### config.mk
export PLATFORM = sky130hd
export DESIGN_NAME = hbbc_ctrl
export DESIGN_NICKNAME = d
export VERILOG_FILES = /design/src/rtl/hbbc_pkg.sv /design/src/rtl/hbbc_ctrl.sv
export SDC_FILE = /design/constraint.sdc
export NUM_CORES = 1
export LEC_CHECK = 0
export ABC_AREA = 1
export BUFFER_PORTS_ARGS = -buffer_cell sky130_fd_sc_hd__buf_2
export CORE_AREA = 5 5 42 44
export CTS_BUF_LIST = sky130_fd_sc_hd__clkbuf_8
export CTS_CLUSTER_DIAMETER = 30
export DETAILED_ROUTE_END_ITERATION = 12
export DIE_AREA = 0 0 47 49
export PLACE_DENSITY = 0.46
export SYNTH_ARGS = -nofsm -noshare
export SYNTH_HDL_FRONTEND = slang
export SYNTH_SLANG_ARGS = --single-unit
### constraint.sdc
create_clock -name clk -period 1 [get_ports clk]
set_input_delay 0.05 -clock clk [delete_from_list [all_inputs] [get_ports clk]]
set_output_delay 0.05 -clock clk [all_outputs]
set_load 0.05 [all_outputs]
### src/rtl/hbbc_pkg.sv
// Shared types and constants of the hashed block buffer cache directory.
package hbbc_pkg;

  localparam int NUM_ENTRIES_DEF = 32;
  localparam int NUM_BUCKETS_DEF = 13;
  localparam int BKT_W = 4;
  localparam int BKT_MAX = 16;
  localparam logic [7:0] REF_MAX = 8'hFF;

  typedef enum logic [1:0] {
    FN_GET     = 2'd0,
    FN_RELEASE = 2'd1,
    FN_PIN     = 2'd2,
    FN_UNPIN   = 2'd3
  } func_t;

  typedef enum logic [1:0] {
    ST_OK   = 2'd0,
    ST_NONE = 2'd1,
    ST_ERR  = 2'd2
  } status_t;

  typedef enum logic [2:0] {
    S_IDLE,
    S_MOD,
    S_SCAN,
    S_PICK,
    S_FETCH,
    S_WB
  } state_t;

  typedef struct packed {
    logic load;
    logic mod_step;
    logic scan_start;
    logic scan_step;
    logic pick;
    logic fetch;
    logic wb;
  } dp_cmd_t;

  typedef struct packed {
    logic is_get;
    logic mod_done;
    logic scan_done;
    logic need_pass2;
  } dp_sts_t;

  typedef struct packed {
    logic [7:0]       dev;
    logic [31:0]      blk;
    logic [7:0]       refc;
    logic [31:0]      lut;
    logic [BKT_W-1:0] hb;
    logic [31:0]      io;
    logic             cv;
  } entry_t;

endpackage

### src/rtl/hbbc_ctrl.sv
// Sequencing state machine of the buffer cache directory.
module hbbc_ctrl (
  input  logic              clk,
  input  logic              rst_n,
  input  logic              start,
  output logic              busy,
  output hbbc_pkg::dp_cmd_t cmd,
  input  hbbc_pkg::dp_sts_t sts
);
  import hbbc_pkg::*;

  state_t state_r, state_nxt;

  always_ff @(posedge clk) begin
    if (!rst_n) begin
      state_r <= S_IDLE;
    end else begin
      state_r <= state_nxt;
    end
  end

  always_comb begin
    cmd = '0;
    state_nxt = state_r;
    busy = (state_r != S_IDLE);
    case (state_r)
      S_IDLE: begin
        if (start) begin
          cmd.load = 1'b1;
          state_nxt = sts.is_get ? S_MOD : S_FETCH;
        end
      end
      S_MOD: begin
        cmd.mod_step = 1'b1;
        if (sts.mod_done) begin
          cmd.scan_start = 1'b1;
          state_nxt = S_SCAN;
        end
      end
      S_SCAN: begin
        cmd.scan_step = 1'b1;
        if (sts.scan_done) begin
          state_nxt = S_PICK;
        end
      end
      S_PICK: begin
        cmd.pick = 1'b1;
        if (sts.need_pass2) begin
          cmd.scan_start = 1'b1;
          state_nxt = S_SCAN;
        end else begin
          state_nxt = S_FETCH;
        end
      end
      S_FETCH: begin
        cmd.fetch = 1'b1;
        state_nxt = S_WB;
      end
      S_WB: begin
        cmd.wb = 1'b1;
        state_nxt = S_IDLE;
      end
      default: begin
        state_nxt = S_IDLE;
      end
    endcase
  end

endmodule

== Word level (Yosys, flattened, before mapping) ==
Cells that the tools add are included.
Widths: inputs -> output; s select.

* Reductions and logical operators: 3
* Eq/ne operators: 8
* Mux-type cells: 16

{| class="wikitable"
|+ Operators by type and width
! cell !! number
|-
| $mux 3 || 5
|-
| $pmux 3 s5 || 1
|-
| $mux 1 || 9
|-
| $eq 3x2->1 const B || 2
|-
| $eq 3x3->1 const B || 2
|-
| $ne 2x2->1 const B || 3
|-
| $eq 3x1->1 const B || 1
|-
| $logic_not 3->1 || 1
|-
| $reduce_and 3->1 || 1
|-
| $reduce_bool 3->1 || 1
|-
| $pmux 1 s2 || 1
|}

* Word-level logic and storage cells: 28
* Output and inout bits: 8
* Register bits: 3
* Input port bits: 7

== Longest topological paths before layout ==
Gate-level depths: netlist of the first run.

* Depth after elaboration: 3
* Depth in mapped cells: 7
* Gate-level depth less buffers: 7

== Least setup slack after synthesis of the first run ==
OpenSTA, ideal clock, no wires.

* Path kind: register to output
* From: register state_r[0]
* To: output port cmd[4] (netlist name)
* Buffers on the path: 0
* Path slack: -0.814 ns
* Cell stages (with the launch flop): 5
* Arrival time: 1.764 ns
* Data required time: 0.950 ns
* Cells stage by stage: dfxtp_1 > inv_2 > nor3_2 > nand2_1 > o21ai_1

{| class="wikitable"
|+ RTL lines
! element !! line !! text
|-
| start, declared || hbbc_ctrl.sv:12 || <nowiki>state_t state_r, state_nxt;</nowiki>
|-
| start signal, assigned || hbbc_ctrl.sv:18 || <nowiki>state_r <= state_nxt;</nowiki>
|-
| end, declared || hbbc_ctrl.sv:7 || <nowiki>output hbbc_pkg::dp_cmd_t cmd,</nowiki>
|}

==> summary.md, run 1 <==
| Metric | Value |
|---|---|
| Outcome | `complete, but fails checks` |
| Failing checks | `setup timing` |
| Ys flop type | `dfxtp_1` |
| Worst Setup Start Kind | `flop` |
| 1st-iter DRT viols | `2` |
| Hold EP | `state_r[0]` |
| Share of the synthesized area in the top cell type | `22.6%` |
| Drt wl/cell | `10.4 µm` |
| Gr usage total | `10.4%` |
| # diodes | `0` |
| Sequential area share after synthesis | `22.6%` |
| Reg power frac | `12.0%` |
| TNS Setup | `-1.35 ns` |
| Minimum clock period after layout | `1.21 ns` |
| Setup Crit Path Kind | `flop to output pin` |
| Logic pwr share | `76.8%` |
| DPL Wire Length | `658 µm` |
| CTS root buf | `clkbuf_8` |
| Antenna Nets Post-Route | `0` |
| Int Power | `1470 µW` |
| Chip height | `49 µm` |
| Max-slew violation count | `0` |
| Crit path max fanout | `5` |
| Top Registers | `state_r (3)` |
| Max_cap viols | `0` |
| Crit path DAT | `1.16 ns` |
| EDFF count, synth | `0` |
| Peak Freq | `827 MHz` |
| Synth top cells by count | `12 x nand2_1, 7 x nor2_1, 5 x inv_1` |
| Worst-margin pin slew | `0.174 ns` |
| Vias | `398` |
| Core area | `1400 µm²` |
| Share of cells above drive strength 1 | `79.7%` |
| R2R setup slack | `-0.14 ns` |
| Largest net degree at the start of global routing | `8` |
| Switching Fraction | `50.8%` |
| Rel. slew slack | `88.4%` |
| Gpl congestion | `0.741` |
| X dimension of the die | `47 µm` |
| Register bit total from synthesis | `3` |
| WL final | `988 µm` |
| CP cell instances | `inv_6 > nor3_4 > nand2_2 > o21ai_4 > buf_6` |
| Hold Path Class | `primary input to flop` |
| Avg Cell Area, Syn | `5.89 µm²` |
| Max reg flops | `3` |
| Hold-fix buffers, CTS | `0` |
| Delay-heaviest family, CP | `flip-flops` |
| Mapped Area | `265 µm²` |
| Total grt overflow | `0` |
| Pwr/cell area | `4060 nW/µm²` |
| Via density | `4.19` |
| Final worst slack | `-0.210 ns` |
| Tcrit/Tclk final | `121%` |
| R2R depth | `8` |
| CTS tree | `done` |
| Post-route DRC | `0` |
| Row count | `14` |
| Area contributors post-synth | `dfxtp_1 23%, nand2_1 17%, nand3_2 11%` |
| Clock skew | `0.000437 ns` |
| Synth Instances | `45` |
| Bufs and invs on worst path | `2` |
| Setup violators final | `11` |
| Hold Path Cell Cnt | `3` |
| Post-synth top area cell | `dfxtp_1` |
| Post-synth cell types | `12` |
| Fin nets | `87` |
| Top Ports | `15` |
| Reg2reg start | `state_r[0]` |
| Port bufs | `14` |
| Peak supply drop | `1520 µV` |
| Final hold violations | `0` |
| TritonCTS buffer count | `3` |
| Placement Setup Slack | `-0.113 ns` |
| Vias in the first global route | `452` |
| Crit path max-delay cell type | `dfxtp_4` |
| Worst flop-to-flop path endpoint | `state_r[0]` |
| Post-synth ARST share | `0%` |
| Pre-antenna DRT Iters | `2` |
| Area growth, synth to finish | `178%` |
| Worst path max stage delay | `0.38 ns` |
| # clock sinks | `3` |
| Synth warn | `0` |
| Worst EP required | `0.95 ns` |
| # fillers | `138` |
| H-tree depth | `1` |
| Sw Pwr | `1520 µW` |
| Hold Path Origin | `rst_n` |
| Most flops, register | `state_r` |
| Initial antenna violation count | `0` |
| Initial Util | `18.9%` |
| Top-count cell post-synth | `nand2_1` |
| Worst-path clk slew | `0.03 ns` |
| Pwr Total | `2990 µW` |
| Clock Power Share | `11.2%` |
| Leakage | `0.000353 µW` |
| RSZ-0062 raised after global routing | `true` |
| Maximum buffer depth of the clock tree | `2` |
| Total die area | `2300 µm²` |
| CP endpoint kind | `output pin` |
| Global-route wire length before repair | `1.82 mm` |
| Mapped Nets | `52` |
| Clk Latency, worst-skew pair | `0.21 ns` |
## power by group through the flow
stage | Clock, µW | Sequential [µW] | Combinational [µW]
final | 335 | 358 | 2300
after global routing | 356 | 369 | 2460
after CTS | 349 | 357 | 2140
after detailed placement | 0 | 300 | 1540
after global placement | 0 | 300 | 1550
after floorplan | 0 | 290 | 1080
## routing by layer
| layer | global-route usage, % | up-vias | part of all wire, % |
|---|---|---|---|
| li1 | - | 208 | - |
| met2 | 18.1 | 6 | 59 |
| met3 | 1.11 | 0 | 4.0 |
| met4 | 4.15 | 0 | 0 |
| met1 | 12.1 | 184 | 37 |
| met5 | 0 | - | 0 |
## cell type report
class | count | area [µm²] | share of cell area, %
clock buffers | 3 | 41.3 | 5.60
clock inverters | 1 | 3.75 | 0.509
inverters | 8 | 40.0 | 5.43
multi-input cells | 34 | 297 | 40.2
flip-flops and latches | 3 | 68.8 | 9.34
well taps | 16 | 20.0 | 2.72
repair buffers | 30 | 267 | 36.2
## stage by stage
step	hold slack [ns]	cell area, µm²	util, %	std cells
after floorplan	0.170	313	-	45
after global placement	0.310	478	34.1	85
after detailed placement	0.311	478	34.1	85
after CTS	0.0790	694	49.6	95
after global routing	0.106	737	52.6	95
final	0.0830	737	52.6	95
## repair_timing
action / in CTS / in global routing
setup buffers: 6 / 0
pin swaps: 3 / 7
gates resized for setup: 35 / 12
setup endpoints to repair: 11 / 11
## cell usage in the layout, fill, tap and decap left out, drive strengths merged
cell type and n:
buf 30, nand2 12, nor2 10, inv 9
nand3 5, nor3 4, clkbuf 3, o21ai 3
dfxtp 3
## how the worst max path moves through the flow
stage                from  depth (start not counted)  endpoint  slack [ns]
2_1_floorplan  state_r[1]                          4    cmd[4]       -0.26
3_5_place_dp   state_r[0]                          5    cmd[4]       -0.11
5_1_grt        state_r[0]                          5    cmd[4]       -0.26
3_3_place_gp   state_r[0]                          5    cmd[4]       -0.11
4_1_cts        state_r[0]                          5    cmd[4]       -0.20
6_report       state_r[0]                          5    cmd[4]       -0.21
## worst min-delay path, stage by stage
cell and delay [ns]:
buf_2 0.12, nand2_2 0.06, nor2_2 0.03
## kinds of logic (layout without fill, tap and decap cells)
| logic type | Yosys count | in the layout | share of synthesized area (%) |
|---|---|---|---|
| and+or+nand+nor | 31 | 31 | 60.4 |
| buffers and inverters | 8 | 42 | 11.3 |
| AOI/OAI and AO/OA | 3 | 3 | 5.66 |
| DFF | 3 | 3 | 22.6 |
Power figures use the tool's default switching activity.
==> inputs of run 2 (changes only) <==
SETUP_SLACK_MARGIN = 0.2   (was unset)
==> summary.md, run 2 (synthesis gave the netlist of run 1 again) <==
| Metric | Value |
|---|---|
| Outcome | `complete, but fails checks` |
| Failing checks | `setup timing` |
| Max-slew violation count | `0` |
| WL met3 | `54 µm` |
| Area growth, synth to finish | `149%` |
| Max_cap viols | `0` |
| Chip height | `49 µm` |
| Worst Setup Start Kind | `flop` |
| DPL Wire Length | `681 µm` |
| Share of cells above drive strength 1 | `73.0%` |
| Vias | `377` |
| Pre-antenna DRT Iters | `4` |
| Setup Crit Path Kind | `flop to output pin` |
| Hold Path Class | `primary input to flop` |
| Post-route DRC | `0` |
| Most flops, register | `state_r` |
| Worst EP required | `0.95 ns` |
| RSZ-0062 raised after global routing | `true` |
| Fin nets | `82` |
| 1st-iter DRT viols | `2` |
| Clk Latency, worst-skew pair | `0.21 ns` |
| Worst-margin pin slew | `0.248 ns` |
| Max reg flops | `3` |
| TritonCTS buffer count | `3` |
| Commonest non-fill, non-tap cells in the layout | `8 x nand2_1, 8 x buf_6, 8 x buf_4, 7 x buf_2, 5 x nor2_1` |
| Tcrit/Tclk final | `117%` |
| # clock sinks | `3` |
| Total die area | `2300 µm²` |
| Final hold violations | `0` |
| Via density | `4.19` |
| Met2 wire length | `508 µm` |
| Maximum buffer depth of the clock tree | `2` |
| TNS Setup | `-1.09 ns` |
| Total grt overflow | `0` |
| Crit path max fanout | `5` |
| Global-route wire length before repair | `1.57 mm` |
| Gpl congestion | `0.707` |
| Initial Util | `18.9%` |
| Met1 WL | `321 µm` |
| Clock skew | `0.00164 ns` |
| Finished Core Util | `47.1%` |
| Top Registers | `state_r (3)` |
| Minimum clock period after layout | `1.17 ns` |
| Vias in the first global route | `376` |
| Hold-fix buffers, CTS | `0` |
| Setup violators final | `11` |
| Rel. slew slack | `83.6%` |
| Final worst slack | `-0.167 ns` |
| CP endpoint kind | `output pin` |
| Top Ports | `15` |
| Crit path DAT | `1.12 ns` |
| Peak Freq | `857 MHz` |
| Antenna Nets Post-Route | `0` |
| Worst-path clk slew | `0.03 ns` |
| # diodes | `0` |
| Largest net degree at the start of global routing | `9` |
| WL final | `885 µm` |
| Port bufs | `14` |
| CTS tree | `done` |
| CTS root buf | `clkbuf_8` |
| X dimension of the die | `47 µm` |
| Max Used Layer | `met3` |
| Drt wl/cell | `9.83 µm` |
| Gr usage total | `9.37%` |
| Initial antenna violation count | `0` |
| Row count | `14` |
| Core area | `1400 µm²` |
| H-tree depth | `1` |
[run 2: layout make-up]
| cell class | count | area [µm²] |
|---|---|---|
| Inverter | 8 | 43.8 |
| Multi-Input combinational cell | 34 | 267 |
| Fill cell | 143 | 742 |
| Clock inverter | 1 | 3.75 |
| Sequential cell | 3 | 68.8 |
| Tap cell | 16 | 20.0 |
| Timing Repair Buffer | 25 | 215 |
| Clock buffer | 3 | 41.3 |
[run 2: what timing repair did]
action	CTS	global route
gates resized for setup	33	3
pin swaps	9	4
setup endpoints to repair	11	11
gates cloned	0	0
buffers inserted	4	0
[run 2: final timing paths]
check / from / to / slack [ns] / cells after the start
setup / recovery: state_r[0] / cmd[4] / -0.17 / 5
setup reg to reg: state_r[0] / state_r[0] / -0.06 / 7
hold reg to reg: state_r[1] / state_r[1] / 0.72 / 4
hold / removal: rst_n / state_r[2] / 0.08 / 3
[run 2: per-layer routing]
metal | GRT usage [%] | up-vias
li1 | - | 199
met1 | 9.91 | 170
met2 | 16.3 | 8
met3 | 3.69 | 0
met4 | 2.76 | 0
met5 | 0 | -
[run 2: worst max-delay path, stage by stage, from the launching register on]
cell and delay (ns):
dfxtp_4 0.37, inv_6 0.05, nor3_4 0.17, nand2_2 0.08, o21ai_4 0.06, buf_6 0.17
[run 2: through the flow]
stage	cell area (µm²)	std cells	worst slack, ns	hold WS, ns
floorplan	317	45	-0.263	0.170
global placement	459	82	-0.0910	0.311
detailed placement	459	82	-0.0975	0.307
CTS	648	90	-0.172	0.0783
global route	659	90	-0.230	0.111
finish	659	90	-0.167	0.0786
Power of run 2 is left out: the tool's default activity adds up to more than one toggle a clock period on the data nets, which glitch-free logic cannot reach.
==> inputs of run 3 (changes only) <==
ABC_AREA = unset   (was 1)
PLACE_DENSITY = 0.45   (was 0.46)
RECOVER_POWER = 50   (was unset)
==> summary.md, run 3 <==
| Metric | Value |
|---|---|
| Outcome | `complete, but fails checks` |
| Failing checks | `setup timing` |
| Clk Latency, worst-skew pair | `0.22 ns` |
| Total die area | `2300 µm²` |
| # diodes | `0` |
| # fillers | `153` |
| EDFF count, synth | `0` |
| CP cell instances | `or3_4 > nor2_4 > buf_6` |
| Via density | `4.28` |
| Mapped Nets | `40` |
| Commonest non-fill, non-tap cells in the layout | `7 x buf_2, 6 x buf_4, 5 x buf_6, 4 x inv_1, 4 x buf_8` |
| Post-synth ARST share | `0%` |
| X dimension of the die | `47 µm` |
| Vias | `308` |
| Leakage | `0.000262 µW` |
| Row count | `14` |
| Rel. slew slack | `83.4%` |
| Synth warn | `0` |
| GRT met2 Usage | `12.2%` |
| Bufs and invs on worst path | `1` |
| Met1 usage | `8.77%` |
| H-tree depth | `1` |
| Multi-input gate area | `235 µm²` |
| Worst-margin pin slew | `0.251 ns` |
| Setup violators final | `10` |
| Max_cap viols | `0` |
| Register bit total from synthesis | `3` |
| Mapped Area | `254 µm²` |
| Drt wl/cell | `11.3 µm` |
| Minimum clock period after layout | `1.26 ns` |
| # clock sinks | `3` |
| Share of cells above drive strength 1 | `73.2%` |
| 1st-iter DRT viols | `1` |
| Initial antenna violation count | `0` |
| Ys flop type | `dfxtp_1` |
| Delay-heaviest family, CP | `simple AND/OR/NAND/NOR gates` |
| DPL Wire Length | `599 µm` |
| Finished Core Util | `41.0%` |
| Initial Util | `18.1%` |
| Maximum buffer depth of the clock tree | `2` |
| Commonest non-fill, non-tap cell in the layout | `buf_2` |
| Max-slew violation count | `0` |
| Area contributors post-synth | `dfxtp_1 24%, nor4bb_2 6.4%, and2_1 4.9%` |
| Setup Crit Path Kind | `flop to output pin` |
| Area growth, synth to finish | `126%` |
| Post-route DRC | `0` |
| Synth top cells by count | `3 x dfxtp_1, 3 x inv_1, 3 x nor2_1` |
| Tcrit/Tclk final | `126%` |
| Total grt overflow | `0` |
| Hold-fix buffers, CTS | `0` |
| Pwr Total | `952 µW` |
| Core area | `1400 µm²` |
| Placed inst area | `413 µm²` |
| TritonCTS buffer count | `3` |
| Pre-antenna DRT Iters | `2` |
| Avg Cell Area, Syn | `7.70 µm²` |
| Crit path DAT | `1.21 ns` |
| Largest net degree at the start of global routing | `7` |
| Sequential area share after synthesis | `23.6%` |
| Post-synth top area cell | `dfxtp_1` |
| Crit path max fanout | `5` |
| Worst-path clk slew | `0.03 ns` |
| Worst EP required | `0.95 ns` |
| Top Ports | `15` |
| Synth Instances | `33` |
| Vias in the first global route | `326` |
| Crit path max-delay cell type | `or3_4` |
| CTS root buf | `clkbuf_8` |
| Worst Setup Start Kind | `flop` |
| Share of the synthesized area in the top cell type | `23.6%` |
| Top Registers | `state_r (3)` |
| Peak supply drop | `748 µV` |
| Peak Freq | `792 MHz` |
| Final worst slack | `-0.263 ns` |
| Most flops, register | `state_r` |
| CP endpoint kind | `output pin` |
| Final hold violations | `0` |
| Clock skew | `0.000327 ns` |
| GR peak layer | `met2` |
| Hold Path Class | `primary input to flop` |
| CTS tree | `done` |
| Chip height | `49 µm` |
| Post-synth cell types | `22` |
| Gr usage total | `8.52%` |
| Port bufs | `14` |
| Max reg flops | `3` |
| Fin nets | `64` |
| WL final | `817 µm` |
| Finished Cell Area | `574 µm²` |
| Gpl congestion | `0.637` |
| Pwr/cell area | `1660 nW/µm²` |
| Met3 usage | `3.32%` |
| Antenna Nets Post-Route | `0` |
| Placement Setup Slack | `-0.126 ns` |
| RSZ-0062 raised after global routing | `true` |
| Global-route wire length before repair | `1.34 mm` |
| Reg area | `66.3 µm²` |
| Worst path max stage delay | `0.39 ns` |
-- run 3: cell count changes after synthesis, sizes merged, moves of 3 or more --
cell	delta
nand3	-5
nand2	-11
inv	-5
buf	+3
nor2	-7
-- run 3: final timing paths --
kind	endpoint	cells past startpoint	startpoint	slack, ns
setup reg to reg	state_r[2]	4	state_r[2]	-0.14
setup / recovery	cmd[6]	3	state_r[1]	-0.26
hold / removal	state_r[0]	2	rst_n	0.07
hold reg to reg	state_r[1]	3	state_r[0]	0.65
-- run 3: power breakdown --
group	internal (µW)	switching [µW]	leakage, µW
Clock	262	85.4	0.0000269
Sequential	137	19.7	0.0000261
Combinational	202	246	0.000209
-- run 3: area by class of cell --
| type | instances | share of cell area, % |
|---|---|---|
| clock buffers | 3 | 7.19 |
| flip-flops and latches | 3 | 11.5 |
| inverters | 3 | 1.96 |
| multi-input cells | 24 | 41.0 |
| repair buffers | 22 | 34.2 |
| clock inverters | 1 | 0.654 |
| well taps | 16 | 3.49 |
-- run 3: cells by family after synthesis --
logic type             after synthesis  share of synthesized area [%]
AOI/OAI and AO/OA                    7                           18.7
buffers and inverters                6                           11.3
DFF                                  3                           23.6
and+or+nand+nor                     17                           46.3
-- run 3: layer usage --
layer / up-vias / part of all wire (%) / wire length (µm)
met1: 132 / 39 / 320
met5: - / 0 / 0
met4: 0 / 3.5 / 29
met2: 15 / 49 / 398
li1: 159 / - / -
met3: 2 / 8.3 / 68
-- run 3: what timing repair did --
action | 4_1_cts | 5_1_grt
resized for setup | 26 | 3
pin swaps | 2 | 1
buffers inserted | 2 | 1
gates cloned | 0 | 0
endpoints found under the setup margin | 11 | 11
-- run 3: through the flow --
stage	hold WS [ns]	instances	setup TNS, ns
floorplan	0.170	33	-1.31
global placement	0.305	65	-0.578
detailed placement	0.305	65	-0.594
CTS	0.0719	71	-1.67
global route	0.0832	72	-2.10
finish	0.0744	72	-1.67
